--- src/hw/rtl/vdcn_sqrt.sv ---
// Pipelined integer square root, one result bit per stage.
module vdcn_sqrt #(
  parameter int RW = 33
) (
  input  logic                clk,
  input  logic                en,
  input  logic [2*RW-1:0]     rad,
  output logic [RW-1:0]       root
);

  logic [RW:0]     rem_r   [RW];
  logic [RW-1:0]   rt_r    [RW];
  logic [2*RW-1:0] rad_r   [RW];
  logic [RW:0]     rem_nxt [RW];
  logic [RW-1:0]   rt_nxt  [RW];
  logic [2*RW-1:0] rad_nxt [RW];

  for (genvar k = 0; k < RW; k++) begin : g_stage
    logic [RW:0]     rem_in;
    logic [RW-1:0]   rt_in;
    logic [2*RW-1:0] rad_in;
    logic [RW+2:0]   cur;
    logic [RW+2:0]   trial;
    logic [RW+2:0]   diff;
    logic            ge;

    if (k == 0) begin : g_first
      assign rem_in = '0;
      assign rt_in  = '0;
      assign rad_in = rad;
    end else begin : g_next
      assign rem_in = rem_r[k-1];
      assign rt_in  = rt_r[k-1];
      assign rad_in = rad_r[k-1];
    end

    assign cur   = {rem_in, rad_in[2*RW-1 -: 2]};
    assign trial = {1'b0, rt_in, 2'b01};
    assign ge    = cur >= trial;
    assign diff  = cur - trial;
    assign rem_nxt[k] = ge ? diff[RW:0] : cur[RW:0];
    assign rt_nxt[k]  = {rt_in[RW-2:0], ge};
    assign rad_nxt[k] = {rad_in[2*RW-3:0], 2'b00};
  end

  always_ff @(posedge clk) begin
    if (en) begin
      for (int k = 0; k < RW; k++) begin
        rem_r[k] <= rem_nxt[k];
        rt_r[k]  <= rt_nxt[k];
        rad_r[k] <= rad_nxt[k];
      end
    end
  end

  assign root = rt_r[RW-1];

endmodule

--- config.mk ---
export PLATFORM = sky130hd
export DESIGN_NAME = vdcn_sqrt
export DESIGN_NICKNAME = d
export VERILOG_FILES = /design/src/hw/rtl/vdcn_sqrt.sv
export SDC_FILE = /design/constraint.sdc
export NUM_CORES = 2
export LEC_CHECK = 0
export BUFFER_PORTS_ARGS = -buffer_cell sky130_fd_sc_hd__buf_2
export CAP_MARGIN = 30
export CORE_AREA = 2 2 477 479
export DETAILED_ROUTE_END_ITERATION = 12
export DIE_AREA = 0 0 479 481
export PLACE_DENSITY = 0.76
export RECOVER_POWER = 50
export SETUP_SLACK_MARGIN = 0.02
export SLEW_MARGIN = 5
export SYNTH_ARGS = -nofsm -noshare
export SYNTH_HDL_FRONTEND = slang
export SYNTH_MEMORY_MAX_BITS = 65536
export SYNTH_SLANG_ARGS = --single-unit
--- constraint.sdc ---
create_clock -name clk -period 4.89 [get_ports clk]
set_input_delay 0.978 -clock clk [delete_from_list [all_inputs] [get_ports clk]]
set_output_delay 0.978 -clock clk [all_outputs]
set_load 0.02 [all_outputs]
---- Word-level counts from Yosys, hierarchy flattened ----
Memory sizes are Yosys's and may differ from the RTL's.
Index checks and enable logic that the tools add are counted.
word-level totals
  bits in registers ....................... 0
  RAM bits ................................ 4323
  bits of input ports ..................... 68
  logic and storage cells ................. 104
  memories ................................ 3
memories
  memory  depth  width  rd ports  clocked after memory_dff  wr ports  RTL line  RTL
  rad_r   33     64     32        0                         33        13        logic [2*RW-1:0] rad_r [RW];
  rem_r   33     34     32        0                         33        11        logic [RW:0] rem_r [RW];
  rt_r    33     33     33        0                         33        12        logic [RW-1:0] rt_r [RW];
operators by class
  $add $sub $neg .......................... 33
  order comparisons ....................... 33
  multiplexer cells ....................... 35
operator list
  kind                                                 count
  >= comparator 36 x 35 -> 1 bit                       32
  2-to-1 mux 34 bit                                    33
  subtractor 34 bit                                    32
  subtractor 2 x 1 -> 3 bit, second input constant     1
  >= comparator 2 x 1 -> 1 bit, second input constant  1
  2-to-1 mux 1 bit                                     2

---- Logic depth before layout (Yosys ltp) ----
An unclocked memory read counts as a cell.
  depth after elaboration ................. 3
  mapped depth ............................ 14
  mapped depth without buffers ............ 13

---- Least setup slack after synthesis ----
No wires, ideal clock.
  kind .................................... reg-to-reg
  from .................................... memory rem_r[0][462] in the netlist's numbering
  to ...................................... memory rem_r[0][494] in the netlist's numbering (data pin)
  data arrival time ....................... 3.393 ns
  path slack .............................. 1.230 ns
  cell stages (with the launch flop) ...... 12
  clock period less this slack ............ 3.660 ns
  path through ............................ edfxtp_1 -> or4_4 -> or4_4 -> or3_4 -> nor3_2 -> nand2b_1 -> or4_1 -> or3_1 -> nor2b_1 -> buf_6 -> nor3b_1 -> xor2_1
RTL lines
  what                RTL line
  start: declaration  11

==> out/results.ini <==
[synth]
synth-seq-cells=2654
synth-edff-count=2654
synthTopCellsByArea=edfxtp_1, ha_1, xor2_1, xnor2_1, a21oi_1
synthesis.area_um2=123000
ys_types=93
synthFlopType=edfxtp_1
yosys.area.top_type=edfxtp_1
yosysWarnings=0
ys_async_sr_fraction=0
avgSynthCellArea_um2=13.0
synthCells=9494
synthTopCellsByCount=edfxtp_1, inv_1, nand2_1, a21oi_1, ha_1
synth.most_common_cell=edfxtp_1
syn_nets=10158
yosys.area.top_type_share=0.647
synth-seq-area-share=0.647

[clock_network]
postCtsHoldBufs=0
clkTransAtPathRegs_ns=0.06
h-tree-depth=5
clk_latency_ns=0.94
cts_buffers=294
cts-root-buf=clkbuf_16
post_cts_buffers=0
cts_tree=done
cts_buffer_depth=4
ctsResizeCount=0
cts.sinks=2654

[route]
dr_total_vias=74358
finalWirelength_um=250000
drc=0
drtIter0Drc=5706
drt_first_pass_iters=6
routedWlPerCell_um=19.2
vias_per_cell=5.71
ant_nets=0

[worst_hold_path]
hold_class=input port to register

[placement]
dp_hpwl_um=180000
numPortBuffers=100
place_area_um2=128000
gp_congestion=0.925

[global_routing]
antenna_found_initial=2
grt_pass1_wl_um=396000
grt_max_degree=116
grt_usage=0.215
grt_pass1_vias=73258
overflow=0

[worst_setup_path]
cp.arrival_ns=4.76
cp.buffers_inverters=1
critPathCaptureType=register
path_cells=or4_1 -> or2_1 -> or3_1 -> or4_1 -> or4_1 -> or3_1 -> clkinv_2 -> or4_1 -> nor4_1 -> xor2_1
worst_setup_path_start_kind=register
crit_top_cell=or4_1
slowest_delay_ns=0.62
cp_slowest_cell=or3_1
crit_family=simple AND/OR/NAND/NOR gates
required_ns=5.50
cp_max_fo=10
crit_type=register to register

[cells_and_area]
multiInputGateArea_um2=40000
drive_gt1_frac=0.0725
area_growth_pct=10.8
final_area_um2=136000
post-route-util=0.604
layout.nets=10474
regArea_um2=79700
fill_cells=17265

[pwr]
power_leakage_uw=0.0524
p_int_uw=46600
clkPwrFrac=0.315
pwr-share-seq=0.474
p_sw_frac=0.284
combPwrFrac=0.211
ir_drop_uv=454
power_density_nw_per_um2=477
power.net_switching_uw=18500

[timing]
final_hold_viol_count=0
fin_crit_ns=4.16
rsz0062_at_grt=no
slew_headroom=-1.44
setup_viol=0
period_share=0.850
tightestPinTransition_ns=3.66
timing.setup.tns_ns=0
fmax_mhz=241
skew_ns=0.0673
slew_viol_final=815

[run]
cap_violations=13

[floorplanning]
dieHeight_um=481
core_um2=226000
dieArea_um2=230000
die-width_um=479
core.rowCount=175
initial_core_util=0.545
pin_count=101

[outcome]
violations=max-capacitance violations, max-slew violations
status=finished with violations

==> power by group through the flow <==
stage,combinational [µW],clock (µW),sequential [µW]
after floorplan,10100,0,30400
after global placement,13200,0,31200
after detailed placement,13500,0,31300
after CTS,13600,21100,30900
after global routing,15200,22000,31100
final,13700,20500,30900
==> state kept, by name, indices dropped and copies added, names as in the netlist <==
signal,cells
rad_r,1056
rt_r,561
rem_r,1037
==> stage by stage <==
step                      cells  worst slack, ns  hold WS [ns]  power, µW
after floorplan            9494             1.23         0.400      40500
after global placement    12520            0.873         0.401      44400
after detailed placement  12521            0.787         0.405      44800
after CTS                 13017            0.722         0.128      65500
after global routing      13020            0.526         0.152      68300
final                     13021            0.734         0.206      65100
==> cell families after synthesis <==
kind of cell | share of synthesized area
and+or+nand+nor | 0.0956
AOI/OAI and AO/OA | 0.0985
xor gates and xnor gates | 0.0615
muxes | 0.00784
buffers and inverters | 0.0286
DFF | 0.647
other | 0.0000305
adders and majority gates | 0.0606
==> worst paths after layout <==
path / startpoint / to / slack (ns) / cells after the start
hold reg to reg: rad_r[0][412] / rad_r[0][478] / 0.40 / 0
setup reg to reg: rem_r[0][190] / rem_r[0][223] / 0.73 / 10
hold / removal: rad[41] / rad_r[0][41] / 0.21 / 1
setup / recovery: rem_r[0][190] / rem_r[0][223] / 0.73 / 10
==> routing by layer <==
metal	GRT usage	share of wire	vias up
li1	-	-	35784
met1	0.275	0.42	36057
met2	0.375	0.50	2012
met3	0.0302	0.045	505
met4	0.0771	0.035	0
met5	0	0	-
==> area by class of cell <==
type / count / area share
Antenna cell: 2 / 0.0000367
Clock buffer: 349 / 0.0559
Clock inverter: 147 / 0.00896
Inverter: 747 / 0.0206
Multi-Input combinational cell: 5909 / 0.293
Sequential cell: 2654 / 0.584
Tap cell: 3009 / 0.0276
Timing Repair Buffer: 204 / 0.00954
==> placed cells by master, fill, tap and decap left out, drive strengths merged, types with 14 or more instances in the layout <==
cell and n:
edfxtp 2654, nand2b 90, a21boi 14, a211o 18, nand3b 22, o21a 112
o211ai 41, xor2 488, a2111oi 19, or3 114, nand3 133, nand2 660
nor3 243, or2 55, a21o 267, inv 758, a31oi 43, clkbuf 391
nor2 557, o22ai 18, nand4 99, mux2 75, or4 69, o21bai 54
and3 52, buf 160, o31ai 58, nor2b 90, and2 30, bufinv 17
a211oi 40, clkinv 109, xnor2 376, nor4 118, nor3b 16, ha 596
o31a 14, o21ai 534, a21oi 607
No activity file was read; power rests on OpenSTA's default activity.
