## src/hw/rtl/vdcn_div.sv

```systemverilog
// Pipelined restoring divider lane, one quotient bit per stage.
module vdcn_div #(
  parameter int RW = 33,
  parameter int QB = 17,
  parameter int NW = 49
) (
  input  logic          clk,
  input  logic          en,
  input  logic [NW-1:0] dividend,
  input  logic [RW-1:0] divisor,
  output logic [QB-1:0] quot,
  output logic [RW-1:0] divisor_out
);

  logic [RW-1:0] rem_r   [QB];
  logic [QB-1:0] qd_r    [QB];
  logic [RW-1:0] dvs_r   [QB];
  logic [RW-1:0] rem_nxt [QB];
  logic [QB-1:0] qd_nxt  [QB];
  logic [RW-1:0] dvs_nxt [QB];

  for (genvar k = 0; k < QB; k++) begin : g_stage
    logic [RW-1:0] rem_in;
    logic [QB-1:0] qd_in;
    logic [RW-1:0] dvs_in;
    logic [RW:0]   cur;
    logic [RW:0]   diff;
    logic          ge;

    if (k == 0) begin : g_first
      assign rem_in = RW'(dividend[NW-1:QB]);
      assign qd_in  = dividend[QB-1:0];
      assign dvs_in = divisor;
    end else begin : g_next
      assign rem_in = rem_r[k-1];
      assign qd_in  = qd_r[k-1];
      assign dvs_in = dvs_r[k-1];
    end

    assign cur  = {rem_in, qd_in[QB-1]};
    assign ge   = cur >= {1'b0, dvs_in};
    assign diff = cur - {1'b0, dvs_in};
    assign rem_nxt[k] = ge ? diff[RW-1:0] : cur[RW-1:0];
    assign qd_nxt[k]  = {qd_in[QB-2:0], ge};
    assign dvs_nxt[k] = dvs_in;
  end

  always_ff @(posedge clk) begin
    if (en) begin
      for (int k = 0; k < QB; k++) begin
        rem_r[k] <= rem_nxt[k];
        qd_r[k]  <= qd_nxt[k];
        dvs_r[k] <= dvs_nxt[k];
      end
    end
  end

  assign quot        = qd_r[QB-1];
  assign divisor_out = dvs_r[QB-1];

endmodule

```

## config.mk

```make
export PLATFORM = sky130hd
export DESIGN_NAME = vdcn_div
export DESIGN_NICKNAME = d
export VERILOG_FILES = /design/src/hw/rtl/vdcn_div.sv
export SDC_FILE = /design/constraint.sdc
export NUM_CORES = 2
export LEC_CHECK = 0
export BUFFER_PORTS_ARGS = -buffer_cell sky130_fd_sc_hd__buf_2
export CORE_ASPECT_RATIO = 1.5
export CORE_MARGIN = 3
export CORE_UTILIZATION = 25
export DETAILED_ROUTE_END_ITERATION = 7
export PLACE_DENSITY = 0.46
export SLEW_MARGIN = 10
export SYNTH_ARGS = -nofsm -noshare
export SYNTH_HDL_FRONTEND = slang
export SYNTH_SLANG_ARGS = --single-unit
```

## constraint.sdc

```tcl
create_clock -name clk -period 3.65 [get_ports clk]
set_clock_uncertainty 0.2 [all_clocks]
set_input_delay 0.5475 -clock clk [delete_from_list [all_inputs] [get_ports clk]]
set_output_delay 0.5475 -clock clk [all_outputs]
set_load 0.01 [all_outputs]
```

Word level (Yosys, flattened, before mapping)
Memory sizes are Yosys's and may differ from the RTL's.
Index checks and enable logic that the tools add are counted.
Widths: inputs -> output; s select.
{"block": "word_totals", "ff_bits": 0, "ramBits": 1411, "input_bits": 84, "output_inout_bits": 50, "wordCells": 56, "mem_count": 3}
{"name": "dvs_r", "words": 17, "word_bits": 33, "rd": 17, "rd_ports_with_merged_regs": 0, "wr": 17, "line": "17", "text": "logic [RW-1:0] dvs_r [QB];"}
{"name": "rem_r", "words": 17, "word_bits": 33, "rd": 16, "rd_ports_with_merged_regs": 0, "wr": 17, "line": "15", "text": "logic [RW-1:0] rem_r [QB];"}
{"name": "qd_r", "words": 17, "word_bits": 17, "rd": 17, "rd_ports_with_merged_regs": 0, "wr": 17, "line": "16", "text": "logic [QB-1:0] qd_r [QB];"}
{"block": "op_classes", "add_sub_neg": 17, "order_cmp": 17, "n_mux": 19}
{"op": "$mux 33", "count": 17}
{"op": "$sub 33x33->33", "count": 17}
{"op": "$ge 34x33->1", "count": 16}
{"op": "$ge 33x33->1", "count": 1}
{"op": "$mux 1", "count": 2}

Longest topological paths before layout
An unclocked memory read counts as a cell.
{"block": "logic_depth", "depth_word": 3, "ltp_mapped": 17}

Worst setup path after synthesis
OpenSTA, ideal clock, no wires.
{"block": "synth_timing", "kind": "register -> register", "from": "memory qd_r[7][16], in the netlist qd_r[0][135]", "to": "memory rem_r[8][4], in the netlist rem_r[0][268], data pin", "setup_ps": 260, "arrival_ps": 3569, "slack_ps": -379, "path_stages_with_launch": 16, "path_buffers": 1, "synth_period_minus_slack_ps": 4029, "path_cell_list": "edfxtp_1 inv_1 ha_1 inv_1 fa_1 a211o_1 o211ai_2 a21oi_2 o2111a_2 a2111oi_4 o21bai_2 a221oi_2 nor4_1 a2111oi_4 buf_6 mux2_4"}
{"item": "from (decl)", "line": "16"}
{"item": "to (decl)", "line": "15"}

==> metrics.yaml <==
die_h_um: 684
crit_arrival_ns: 4.47
synth-edff-count: 1378
synth_cell_types: 96
numCtsBuffers: 166
max-vdd-ir-drop_mv: 0.461
synth_xor_xnor_area_share_pct: 5.07
ant_nets: 0
min_path_cells: 4
timing.rr.end: "rem_r[0][283]$_DFFE_PP_"
reg2reg_slack_ns: -0.47
syn_area_um2: 76600
hp-start: "dividend[16]"
slew_headroom_pct: 53.3
synthAdderAreaFrac_pct: 9.58
min_to: "rem_r[0][0]$_DFFE_PP_"
grt_pass1_vias: 60400
postPlaceCellArea_um2: 90900
synth_ff_type: "edfxtp_1"
fin_nets: 8928
hold_viol_final: 0
initial_utilization_pct: 25.2
fin_crit_sh_pct: 113
numPortBuffers: 133
gp_congestion: 0.952
outcome: "finished, violations left"
fp-row-count: 248
pwr_density_cell_nw_per_um2: 906
worstSetupPathType: "flip-flop to flip-flop"
mostFrequentLayoutCells: "edfxtp_1 (1378), buf_4 (1149), inv_1 (664)"
antenna_found_initial: 1
grtUsageTotal_pct: 13.6
cts_root_buffer: "clkbuf_16"
drc: 0
diodes: 0
placeableCoreArea_um2: 304000
grt_pass1_wl_mm: 331
synthMuxAreaShare_pct: 3.18
fp.dieW_um: 458
pin_count: 134
wl_mm: 222
via_count: 55900
synth_top_family_by_area: "compound AO/OA/AOI/OAI gates"
min-delay-path-class: "input pin to flip-flop"
syn_inst: 6695
final_cells: 12400
max_cap_viol_count: 0
worstSetupStartpointType: "flip-flop"
cp.required_ns: 4.00
final_area_um2: 103000
crit_fanout: 6
final_common_cell: "edfxtp_1"
multi_input_area_um2: 35300
cts_max_path_buffers: 4
postSynthAreaPerCell_um2: 11.4
synth_seq_cells: 1378
vias_per_cell: 4.52
max_freq_mhz: 243
synth_fp_nets: 7356
synthSimpleGateAreaFrac_pct: 8.63
dp.cells: 11800
dieArea_um2: 313000
finalMaxSlewViolations: 0
rsz0062_at_grt: "true"
yosys_warnings: 0
period_needed_ns: 4.12
first_pass_iters: 5
cts_tree: "built"
wl_per_cell_um: 17.9
fin_ws_ns: -0.465
worst_slew_pin_slew_ns: 0.694
cp-end-kind: "flip-flop"
grt_overflow_total: 0
clock_latency_ns: 0.83
r2r_start: "qd_r[0][135]$_DFFE_PP_"
final-setup-viol-count: 298
ff2ff_path_depth: 16
cts_num_sinks: 1378
synth_compound_area_share_pct: 14.9
grt_max_degree: 97
syn_to_final_growth_pct: 35.0
leakage_nw: 43.3
regArea_um2: 41400
drive_above_1_share_pct: 30.5
fillers: 30200
dr.first_iter.drc_count: 2050
ys_seq_area_share_pct: 54.0
violations: "negative setup slack"
async_reset_ff_share_pct: 0
clkTransAtPathRegs_ns: 0.06
hpwlAfterDp_mm: 164
total_power_w: 0.0936
htree_levels: 4
[layer usage]
| metal | up-vias | global-route usage (%) | routed length [µm] |
|---|---|---|---|
| li1 | 27700 | - | - |
| met1 | 26600 | 10.0 | 61500 |
| met2 | 990 | 30.6 | 138000 |
| met3 | 640 | 1.64 | 5570 |
| met4 | 0 | 8.58 | 17200 |
| met5 | - | 0 | 0 |
[power breakdown]
group / internal, W / total [W] / switching [W]
Clock: 0.00914 / 0.0156 / 0.00648
Combinational: 0.0263 / 0.0524 / 0.0261
Sequential: 0.0233 / 0.0256 / 0.00231
Total: 0.0587 / 0.0936 / 0.0349
[synth_stat cells (40+ instances only)]
cell	instances	share of area, %
xor2_1	195	2.2
ha_1	561	9.2
o21ai_0	459	3.0
nor3_1	50	0.33
nand2_1	489	2.4
inv_1	696	3.4
edfxtp_1	1378	54
o21a_1	63	0.62
buf_2	40	0.26
clkbuf_1	103	0.50
nor2_1	336	1.6
buf_4	41	0.40
a211oi_1	47	0.46
a21o_1	300	2.9
a31oi_1	62	0.51
nand3_1	106	0.69
a21oi_1	519	3.4
nand4_1	82	0.67
o21bai_1	62	0.61
mux2_2	175	2.6
and3_1	73	0.60
xnor2_1	248	2.8
nor2b_1	61	0.50
nand2b_1	74	0.60
[per-stage QoR]
step           TNS [ns]  hold WS [ns]  util (%)  setup WS (ns)
2_1_floorplan     -5.32         0.200         -         -0.193
3_3_place_gp    -164.39         0.201      29.9         -0.635
3_5_place_dp    -173.94         0.205      29.9         -0.660
4_1_cts          -82.00        0.0408      33.1         -0.493
5_1_grt         -106.23         0.113      34.0         -0.623
6_report         -50.93         0.108      34.0         -0.465
[final cells by class]
cell class | count | share of cell area [%]
multi-input combinational | 4432 | 34.1
timing repair buffer | 1592 | 13.6
clock buffer | 210 | 4.28
tap | 4000 | 4.84
clock inverter | 77 | 0.558
sequential | 1378 | 40.0
inverter | 697 | 2.54
[logic make-up (layout without fill, tap and decap cells)]
group	after synthesis	in the layout
AO/OA/AOI/OAI	1801	1801
XOR/XNOR	443	443
adder cells (fa/ha/maj)	577	577
buffers and inverters	885	2576
flip-flops	1378	1378
multiplexers	211	211
AND/OR/NAND/NOR	1400	1400
[registers in the layout, indices dropped and copies added, names as in the netlist]
register and cells:
qd_r 289, dvs_r 561, rem_r 528
[how the worst max path moves through the flow]
stage	from	endpoint	slack [ns]	depth (start not counted)
floorplan	qd_r[0][135]$_DFFE_PP_	rem_r[0][268]$_DFFE_PP_	-0.19	15
global placement	dividend[16]	rem_r[0][26]$_DFFE_PP_	-0.63	17
detailed placement	dividend[16]	rem_r[0][26]$_DFFE_PP_	-0.66	17
CTS	qd_r[0][135]$_DFFE_PP_	rem_r[0][267]$_DFFE_PP_	-0.49	16
global route	qd_r[0][135]$_DFFE_PP_	rem_r[0][283]$_DFFE_PP_	-0.62	16
finish	qd_r[0][135]$_DFFE_PP_	rem_r[0][283]$_DFFE_PP_	-0.47	16
[worst max-delay path: stages, from the launching register on]
cell and delay (ns):
edfxtp_1 0.38, inv_2 0.09, ha_4 0.14, inv_2 0.03
fa_2 0.33, a211o_1 0.31, o211ai_2 0.12, a21oi_4 0.13
o2111a_2 0.32, a2111oi_4 0.32, o21bai_2 0.14, a221oi_2 0.29
nor4_2 0.08, a2111oi_4 0.25, buf_6 0.22, clkbuf_16 0.19
mux2_4 0.30
[timing repair]
| action | 4_1_cts | 5_1_grt |
|---|---|---|
| hold buffers | 83 | 0 |
| setup buffers | 107 | 92 |
| pin swaps | 173 | 266 |
| endpoints found under the setup margin | 510 | 509 |
| gates cloned | 37 | 19 |
| resized for setup | 602 | 672 |
| endpoints found under the hold margin | 108 | 0 |
Power figures use the tool's default switching activity.
